## src/rtl/ssort_pkg.sv

```systemverilog
// Shared widths, defaults and result record for the stack sort stream core.
`default_nettype none
package ssort_pkg;

    localparam int unsigned SAMPLE_W            = 32;
    localparam int unsigned STACK_DEPTH_DEFAULT = 32;

    typedef struct packed {
        logic                overflow;
        logic                run_end;
        logic [SAMPLE_W-1:0] sorted_value;
    } result_t;

endpackage
`default_nettype wire

```

## src/rtl/stack_sort_stream_core.sv

```systemverilog
// Stack sort stream core: single-stack sort of a stream of signed 32-bit values.
// Each accepted value pops every stored value strictly smaller than it, top first, onto
// the result stream, then is pushed; a value with s_tlast set flushes the whole stack
// afterwards and the last flushed value carries m_tlast. A value arriving at a full stack
// that pops nothing is dropped and one result with m_tuser (overflow) set and zero data is
// given. Steps: a value is accepted in ST_IDLE; each pop or flushed entry is given in ST_CMP or
// ST_FLUSH, and then ST_LOAD_C or ST_LOAD_F loads the next top of stack from the stack RAM,
// whose read data is registered; the final push or drop is done in ST_CMP. A pop, flush
// or overflow result waits while a result is still held in the output register and
// m_tready is low. The input is taken only while no item is in work, but the next item is
// taken while a result still waits in the output register.
`default_nettype none
module stack_sort_stream_core #(
    parameter int unsigned STACK_DEPTH = ssort_pkg::STACK_DEPTH_DEFAULT
) (
    input  wire logic                           aclk,
    input  wire logic                           aresetn,
    input  wire logic                           s_tvalid,
    output logic                                s_tready,
    input  wire logic [ssort_pkg::SAMPLE_W-1:0] s_tdata,   // [31:0] sample_value
    input  wire logic                           s_tlast,   // is_final
    output logic                                m_tvalid,
    input  wire logic                           m_tready,
    output logic      [ssort_pkg::SAMPLE_W-1:0] m_tdata,   // [31:0] sorted_value
    output logic                                m_tlast,   // run_end
    output logic                                m_tuser    // [0] overflow
);
    import ssort_pkg::*;

    localparam int unsigned AW = $clog2(STACK_DEPTH);
    localparam int unsigned FW = $clog2(STACK_DEPTH + 1);

    localparam logic [2:0] ST_IDLE   = 3'd0;
    localparam logic [2:0] ST_CMP    = 3'd1;
    localparam logic [2:0] ST_LOAD_C = 3'd2;
    localparam logic [2:0] ST_FLUSH  = 3'd3;
    localparam logic [2:0] ST_LOAD_F = 3'd4;

    logic [2:0]          state_reg, state_next;
    logic [FW-1:0]       fill_reg, fill_next;
    logic [SAMPLE_W-1:0] top_reg, top_next;
    logic [SAMPLE_W-1:0] x_reg, x_next;
    logic                fin_reg, fin_next;
    logic                m_valid_reg;
    result_t             m_data_reg;

    logic                emit;
    result_t             emit_item;
    logic                can_emit;
    logic                pop_now;
    logic                ram_we;
    logic [FW-1:0]       fill_m2;
    logic [SAMPLE_W-1:0] ram_rdata;

    assign can_emit = !m_valid_reg || m_tready;
    assign pop_now  = (fill_reg != '0) && ($signed(top_reg) < $signed(x_reg));
    assign fill_m2  = fill_reg - FW'(2);

    ssort_ram #(
        .WIDTH (SAMPLE_W),
        .DEPTH (STACK_DEPTH)
    ) u_stack_ram (
        .clk   (aclk),
        .we    (ram_we),
        .waddr (fill_reg[AW-1:0]),
        .wdata (x_reg),
        .raddr (fill_m2[AW-1:0]),
        .rdata (ram_rdata)
    );

    always_comb begin
        state_next = state_reg;
        fill_next  = fill_reg;
        top_next   = top_reg;
        x_next     = x_reg;
        fin_next   = fin_reg;
        s_tready   = 1'b0;
        ram_we     = 1'b0;
        emit       = 1'b0;
        emit_item  = '0;
        unique case (state_reg)
            ST_IDLE: begin
                s_tready = 1'b1;
                if (s_tvalid) begin
                    x_next     = s_tdata;
                    fin_next   = s_tlast;
                    state_next = ST_CMP;
                end
            end
            ST_CMP: begin
                if (pop_now) begin
                    if (can_emit) begin
                        emit                   = 1'b1;
                        emit_item.sorted_value = top_reg;
                        fill_next              = fill_reg - FW'(1);
                        state_next             = ST_LOAD_C;
                    end
                end else if (fill_reg == FW'(STACK_DEPTH)) begin
                    if (can_emit) begin
                        emit               = 1'b1;
                        emit_item.overflow = 1'b1;
                        state_next         = fin_reg ? ST_FLUSH : ST_IDLE;
                    end
                end else begin
                    ram_we     = 1'b1;
                    top_next   = x_reg;
                    fill_next  = fill_reg + FW'(1);
                    state_next = fin_reg ? ST_FLUSH : ST_IDLE;
                end
            end
            ST_LOAD_C: begin
                top_next   = ram_rdata;
                state_next = ST_CMP;
            end
            ST_FLUSH: begin
                if (fill_reg == '0) begin
                    state_next = ST_IDLE;
                end else if (can_emit) begin
                    emit                   = 1'b1;
                    emit_item.sorted_value = top_reg;
                    emit_item.run_end      = (fill_reg == FW'(1));
                    fill_next              = fill_reg - FW'(1);
                    state_next             = ST_LOAD_F;
                end
            end
            ST_LOAD_F: begin
                top_next   = ram_rdata;
                state_next = ST_FLUSH;
            end
            default: begin
                state_next = ST_IDLE;
            end
        endcase
    end

    always_ff @(posedge aclk) begin
        if (!aresetn) begin
            state_reg   <= ST_IDLE;
            fill_reg    <= '0;
            m_valid_reg <= 1'b0;
        end else begin
            state_reg <= state_next;
            fill_reg  <= fill_next;
            if (emit) begin
                m_valid_reg <= 1'b1;
            end else if (m_tready) begin
                m_valid_reg <= 1'b0;
            end
        end
    end

    always_ff @(posedge aclk) begin
        top_reg <= top_next;
        x_reg   <= x_next;
        fin_reg <= fin_next;
        if (emit) begin
            m_data_reg <= emit_item;
        end
    end

    assign m_tvalid = m_valid_reg;
    assign m_tdata  = m_data_reg.sorted_value;
    assign m_tlast  = m_data_reg.run_end;
    assign m_tuser  = m_data_reg.overflow;

    a_fill_bound: assert property (@(posedge aclk) disable iff (!aresetn)
        fill_reg <= FW'(STACK_DEPTH))
        else $error("stack fill above depth");

    a_accept_to_cmp: assert property (@(posedge aclk) disable iff (!aresetn)
        (s_tvalid && s_tready) |=> (state_reg == ST_CMP))
        else $error("accepted transaction did not start compare");

    a_pop_dec: assert property (@(posedge aclk) disable iff (!aresetn)
        (emit && !emit_item.overflow) |=> (fill_reg == $past(fill_reg) - FW'(1)))
        else $error("pop did not decrement fill");

    a_last_empty: assert property (@(posedge aclk) disable iff (!aresetn)
        (emit && emit_item.run_end) |=> (fill_reg == '0 && state_reg == ST_LOAD_F))
        else $error("run end with stack not empty");

    a_emit_slot: assert property (@(posedge aclk) disable iff (!aresetn)
        (m_tvalid && !m_tready) |-> !emit)
        else $error("result overwritten while stalled");

endmodule
`default_nettype wire

```

## src/rtl/ssort_ram.sv

```systemverilog
// Generic single-port-write, single-port-read RAM with registered read data.
`default_nettype none
module ssort_ram #(
    parameter int unsigned WIDTH = 32,
    parameter int unsigned DEPTH = 32
) (
    input  wire logic                     clk,
    input  wire logic                     we,
    input  wire logic [$clog2(DEPTH)-1:0] waddr,
    input  wire logic [WIDTH-1:0]         wdata,
    input  wire logic [$clog2(DEPTH)-1:0] raddr,
    output logic      [WIDTH-1:0]         rdata
);

    logic [WIDTH-1:0] mem [DEPTH];

    always_ff @(posedge clk) begin
        if (we) begin
            mem[waddr] <= wdata;
        end
        rdata <= mem[raddr];
    end

endmodule
`default_nettype wire

```

## config.mk

```make
export PLATFORM = sky130hd
export DESIGN_NAME = stack_sort_stream_core
export DESIGN_NICKNAME = d
export VERILOG_FILES = /design/src/rtl/ssort_pkg.sv /design/src/rtl/stack_sort_stream_core.sv /design/src/rtl/ssort_ram.sv
export SDC_FILE = /design/constraint.sdc
export NUM_CORES = 1
export LEC_CHECK = 0
export BUFFER_PORTS_ARGS = -buffer_cell sky130_fd_sc_hd__buf_2
export CORE_ASPECT_RATIO = 1.25
export CORE_MARGIN = 3
export CORE_UTILIZATION = 62
export DETAILED_ROUTE_END_ITERATION = 8
export PLACE_DENSITY = 0.79
export SLEW_MARGIN = 20
export SYNTH_ARGS = -nofsm -noshare
export SYNTH_HDL_FRONTEND = slang
export SYNTH_SLANG_ARGS = --single-unit
```

## constraint.sdc

```tcl
create_clock -name aclk -period 8.8 [get_ports aclk]
set_input_delay 0.88 -clock aclk [delete_from_list [all_inputs] [get_ports aclk]]
set_output_delay 0.88 -clock aclk [all_outputs]
set_load 0.02 [all_outputs]
```

* Word-level counts from Yosys, hierarchy flattened
Memory sizes are Yosys's and may differ from the RTL's. A register that Yosys moved wholly into a read port is not among the register bits.
Cells that the tools add are included.
** Storage, ports and cells
- Bits in registers :: 109
- RAM bits :: 1024
- Bits of input ports :: 37
- Memories :: 1
** Cells by class
- Add/subtract/negate cells :: 3
- Magnitude comparators :: 1
- Equality and inequality tests :: 14
- Multiplexer cells :: 35
- Bitwise logic cells :: 3
- Reduce and logical (&&, ||, !) cells :: 16
** Memory list
- u_stack_ram.mem :: words 32, bits a word 32, read ports 1, clocked after memory_dff 1, write ports 1, line ssort_ram.sv:15 : logic [WIDTH-1:0] mem [DEPTH];
** Operators with widths (number)
- 2-to-1 mux 32 bit :: 6
- one-hot mux 32 bit (2 select lines) :: 2
- less-than comparator 32 bit :: 1
- 2-to-1 mux 6 bit :: 4
- 2-to-1 mux 3 bit :: 7
- one-hot mux 3 bit (5 select lines) :: 1
- 2-to-1 mux 1 bit :: 12
- != test 3 bit (second input constant) :: 4
- one-hot mux 6 bit (2 select lines) :: 1
- != test 2 bit (second input constant) :: 4
- adder 6 x 1 -> 6 bit (second input constant) :: 1
- == test 3 x 2 -> 1 bit (second input constant) :: 2
- == test 6 x 1 -> 1 bit (second input constant) :: 1
- == test 6 bit (second input constant) :: 1
- logical NOT 6 bit :: 1
- AND reduction 3 bit :: 2
- nonzero test 2 bit :: 3
- nonzero test 6 bit :: 1
- subtractor 6 x 1 -> 6 bit (second input constant) :: 1
- subtractor 5 x 2 -> 5 bit (second input constant) :: 1
- AND reduction 4 bit :: 1
- OR reduction 2 bit :: 2
- == test 3 x 1 -> 1 bit (second input constant) :: 1
- == test 3 bit (second input constant) :: 1
- other kinds (9) :: 11

* Longest topological paths before layout
- Word-level depth :: 7
- Mapped depth :: 13
- Mapped depth without buffers :: 10

* Hierarchy
From an unflattened synthesis, not the netlist that was laid out.
** Second synthesis, totals
- Cell total of the unflattened synthesis :: 2723
- Area, all modules :: 45906.5 µm²
** Modules (own cells, without submodules)
- ssort_ram :: instances 1, cells each 2260, area each 40493.8 µm², seq. area each 31390.1 µm²
- stack_sort_stream_core :: instances 1, cells each 463, area each 5412.7 µm², seq. area each 3173.0 µm²

* Least setup slack after synthesis
OpenSTA, ideal clock, no wires.
- Kind :: reg-to-reg
- Start point :: register x_reg[31]
- End point :: memory u_stack_ram.mem[17][0], enable pin
- Data arrival time :: 6.010 ns
- Required time :: 8.287 ns
- Path slack :: 2.278 ns
- Cell stages (with the launch flop) :: 10
- Period minus slack after synthesis :: 6.522 ns
- Cell sequence :: edfxtp_1 -> inv_1 -> ha_1 -> nand4_1 -> or4_4 -> nand2b_4 -> and4_4 -> a21o_2 -> clkbuf_8 -> nor4b_1
** Between the ends
- Cells in the longest elaborated chain, start to end :: 6
** Ends and longest elaborated chain
- from (decl) :: line stack_sort_stream_core.sv:42 : logic [SAMPLE_W-1:0] x_reg, x_next;
- from (signal assigned) :: line stack_sort_stream_core.sv:154 : x_reg <= x_next;
- less-than comparator 32 bit :: line stack_sort_stream_core.sv:56 : assign pop_now = (fill_reg != '0) && ($signed(top_reg) < $signed(x_reg));
- logical AND 1 bit :: line stack_sort_stream_core.sv:56
- 2-to-1 mux 1 bit :: line stack_sort_stream_core.sv:91 : if (pop_now) begin
- 2-to-1 mux 1 bit :: line stack_sort_stream_core.sv:81 : unique case (state_reg)
- 2-to-1 mux 1 bit :: line ssort_ram.sv:18 : if (we) begin
- 2-to-1 mux 1 bit (implied by the code) :: line ssort_ram.sv:19 : mem[waddr] <= wdata;
- to (decl) :: line ssort_ram.sv:15
Every way passes these cells.

* Worst setup path in the final report
- Start point :: register x_reg[5]
- End point :: memory u_stack_ram.mem[2][26], enable pin
The elaborated chain is that of the path after synthesis.

==> results.md <==
- Finish-stage setup viols: 0
- Initial antenna violation count: 0
- Status: complete, no violations
- Slew of the pin with the lowest slew margin: 1.143 ns
- CTS Sinks: 1,165
- Root buffer cell: clkbuf_16
- Final hold vios: 0
- CP endpoint kind: flip-flop
- Clock Path Buffers: 3
- CTS tree: yes
- Min Clock Period, post-route: 5.703 ns
- Seq/Total Area, Yosys: 0.7734
- Nets: 2,202
- GRT Util Overall: 0.3007
- Core ar.: 71,050 sq um
- Post_cts resized: 0
- Worst Path Max Fanout: 33
- Mapped Nets: 2,044
- Crit Path Category: reg -> reg
- Relative slew slack: 0.2361
- 1st-iter DRT viols: 2,953
- Row count: 109
- Die Width: 246.1 um
- Cell Area, Synth: 44,690 sq um
- Buffers on Ports: 72
- Post-synth EDFFs: 1,123
- CTS clk-pin slew, worst paths: 0.07 ns
- RSZ-0062 raised after global routing: no
- Htree depth: 3
- # diodes: 0
- DR WL/cell: 35.08 um
- First-pass GRT wire length: 159,700 um
- Syn Inst Count: 1,969
- Post CTS Setup Buffer Count: 0
- GPL Wtd Cong: 0.7947
- Routed WL: 110,700 um
- MaxCap Viol Count: 0
- Drt pass-1 iters: 6
- Worst hold path depth: 1
- Fmax: 175.4 MHz
- Async S/R FF share, synth: 0
- Yosys reg bits: 1,165
- Post-DP HPWL: 55,770 um
- Die height: 306.2 um
- CP Data Arrival Time: 6.01 ns
- Fin crit share: 0.6480
- Starting Density: 0.6289
- Vias: 21,907
- Synthesis warning total: 0
- Clk Latency, worst-skew pair: 0.69 ns
- Skew final: 0.03192 ns
- Leakage: 15.67 nW
- Vias in the first global route: 22,605
- PD cells: 276.2 nW/um^2
- Most flops, register: u_stack_ram.mem
- Pin count of the biggest net entering global routing: 175
- DRC Markers: 0
- Top FF cell, synth: edfxtp_1
- Max stage delay on crit path: 1.09 ns
- Max reg flops: 1,024
- Layout cells sized above 1: 0.3157
- Hold Path Class: in -> reg
- Min Hold Slack: 0.3782 ns
- Setup TNS: 0 ns
- Die area: 75,360 sq um
- CP Cell Sequence: inv_1 -> ha_1 -> a21oi_1 -> o21ai_0 -> nand2_1 -> a311o_2 -> a21o_2 -> nor3_4 -> nand2_1 -> nor2_4 -> buf_4
- Num CTS Buffers: 105
- Setup crit start kind: flip-flop
- Number of I/O pins: 73
- Netlist cell types: 55
- Worst Reg-to-Reg Cells: 11
- Vias per Instance: 6.939
- Remaining antenna violation count after routing: 0
- Syn-to-layout area delta: 12.37%
- Most frequent cell on the critical path: nand2_1
- Slew Limit Fails: 0
- Critical path data required time: 9.11 ns
- Syn Area/Cell: 22.70 sq um
- Crit-path slowest cell: edfxtp_1
- Gr ovfl total: 0
- VDD IR max: 0.2438 mV
- CTS Hold Bufs: 0
[critical path: cells and delay by family, from the launching register on]
family / cells / cell delay [ns]
AND/OR/NAND/NOR: 4 / 1.78
buffers and inverters: 2 / 0.86
flip-flops: 1 / 1.09
adder cells (fa/ha/maj): 1 / 0.42
AO/OA/AOI/OAI: 4 / 1.18
[per-layer routing]
layer / wire [um] / part of all wire / GRT usage / up-vias
met2: 57260 / 0.52 / 0.4995 / 1571
met3: 10790 / 0.097 / 0.06578 / 267
met4: 4807 / 0.043 / 0.1355 / 0
met1: 37890 / 0.34 / 0.3873 / 11517
met5: 0 / 0 / 0 / -
li1: - / - / - / 8552
[metrics by stage]
| step | std cells | setup WS (ns) | util | power (mW) | instance area (sq um) |
|---|---|---|---|---|---|
| after floorplan | 1969 | 2.278 | - | 8.486 | 44690 |
| after global placement | 2953 | 3.504 | 0.6561 | 9.287 | 46620 |
| after detailed placement | 2953 | 3.319 | 0.6561 | 9.370 | 46620 |
| after CTS | 3147 | 3.224 | 0.7035 | 13.90 | 49980 |
| after global routing | 3157 | 2.915 | 0.7067 | 14.26 | 50220 |
| final | 3157 | 3.097 | 0.7067 | 13.87 | 50220 |
[cells in the mapped netlist (2+ instances only)]
cell type,count,area (sq um)
o211ai_1,3,22.52
nor3_1,6,30.03
nor4_1,3,18.77
mux2_2,33,371.6
xnor2_1,4,35.03
nand4_1,6,37.54
nor2b_1,2,12.51
buf_1,18,67.56
ha_1,38,475.5
nand2b_1,4,25.02
nand2_1,66,247.7
inv_1,37,138.9
dfxtp_1,42,840.8
nand3_1,9,45.04
mux2i_1,4,40.04
clkbuf_1,63,236.5
nor2_1,39,146.4
nor4b_1,3,26.28
edfxtp_1,1123,33720
and2_1,36,225.2
mux4_2,320,7207
buf_2,8,40.04
a311oi_1,2,17.52
o21ai_0,42,210.2
a21oi_1,22,110.1
o2111ai_1,2,17.52
o311ai_0,2,17.52
clkbuf_8,2,27.53
or3_1,4,25.02
[final cells by class]
cell class | instances | area (sq um)
multi-input cells | 675 | 9911
clock inverters | 54 | 491.7
well taps | 943 | 1180
inverters | 37 | 138.9
fillers | 3889 | 20840
repair buffers | 143 | 1055
clock buffers | 140 | 2870
flip-flops and latches | 1165 | 34570
[path summary, 6_finish.rpt]
path / from / endpoint / slack, ns
min: s_tdata[13] / x_reg[13] / 0.38
max: x_reg[5] / u_stack_ram.mem[2][26] / 3.10
max reg2reg: x_reg[5] / u_stack_ram.mem[2][26] / 3.10
min reg2reg: u_stack_ram.rdata[30] / top_reg[30] / 0.52
[report_power, final]
part           internal [mW]  leakage (nW)  switching (mW)
registers               6.44          10.5           0.177
clock network           2.50          1.65            2.02
logic                   1.22          3.54            1.51
total                   10.2          15.7            3.71
[placed cells by master (no fill, tap or decap), drive strengths merged, types with 2 or more instances in the layout]
master    Yosys  layout
nor2         39      39
clkinvlp      0       3
a21oi        22      22
xnor2         4       4
buf          27     143
dfxtp        42      42
mux2i         4       4
bufinv        0       7
a311oi        2       2
o2111ai       2       2
nor4          3       3
ha           38      38
o211ai        3       3
and2         37      37
nor3          7       7
clkbuf       65     140
nand2        66      66
clkinv        0      42
nor2b         2       2
mux2         33      33
nand2b        5       5
inv          37      39
o311ai        2       2
nor4b         3       3
and3          2       2
or3           4       4
edfxtp     1123    1123
nand4         6       6
o21ai        42      42
mux4        320     320
or4           2       2
nand3         9       9
[cell families after synthesis]
group | share of synthesized area
muxes | 0.1705
buffers and inverters | 0.01168
DFF | 0.7734
xor gates and xnor gates | 0.0009799
adders and majority gates | 0.01064
AOI/OAI and AO/OA | 0.01151
and+or+nand+nor | 0.02128
(Power assumes the default switching activity.)
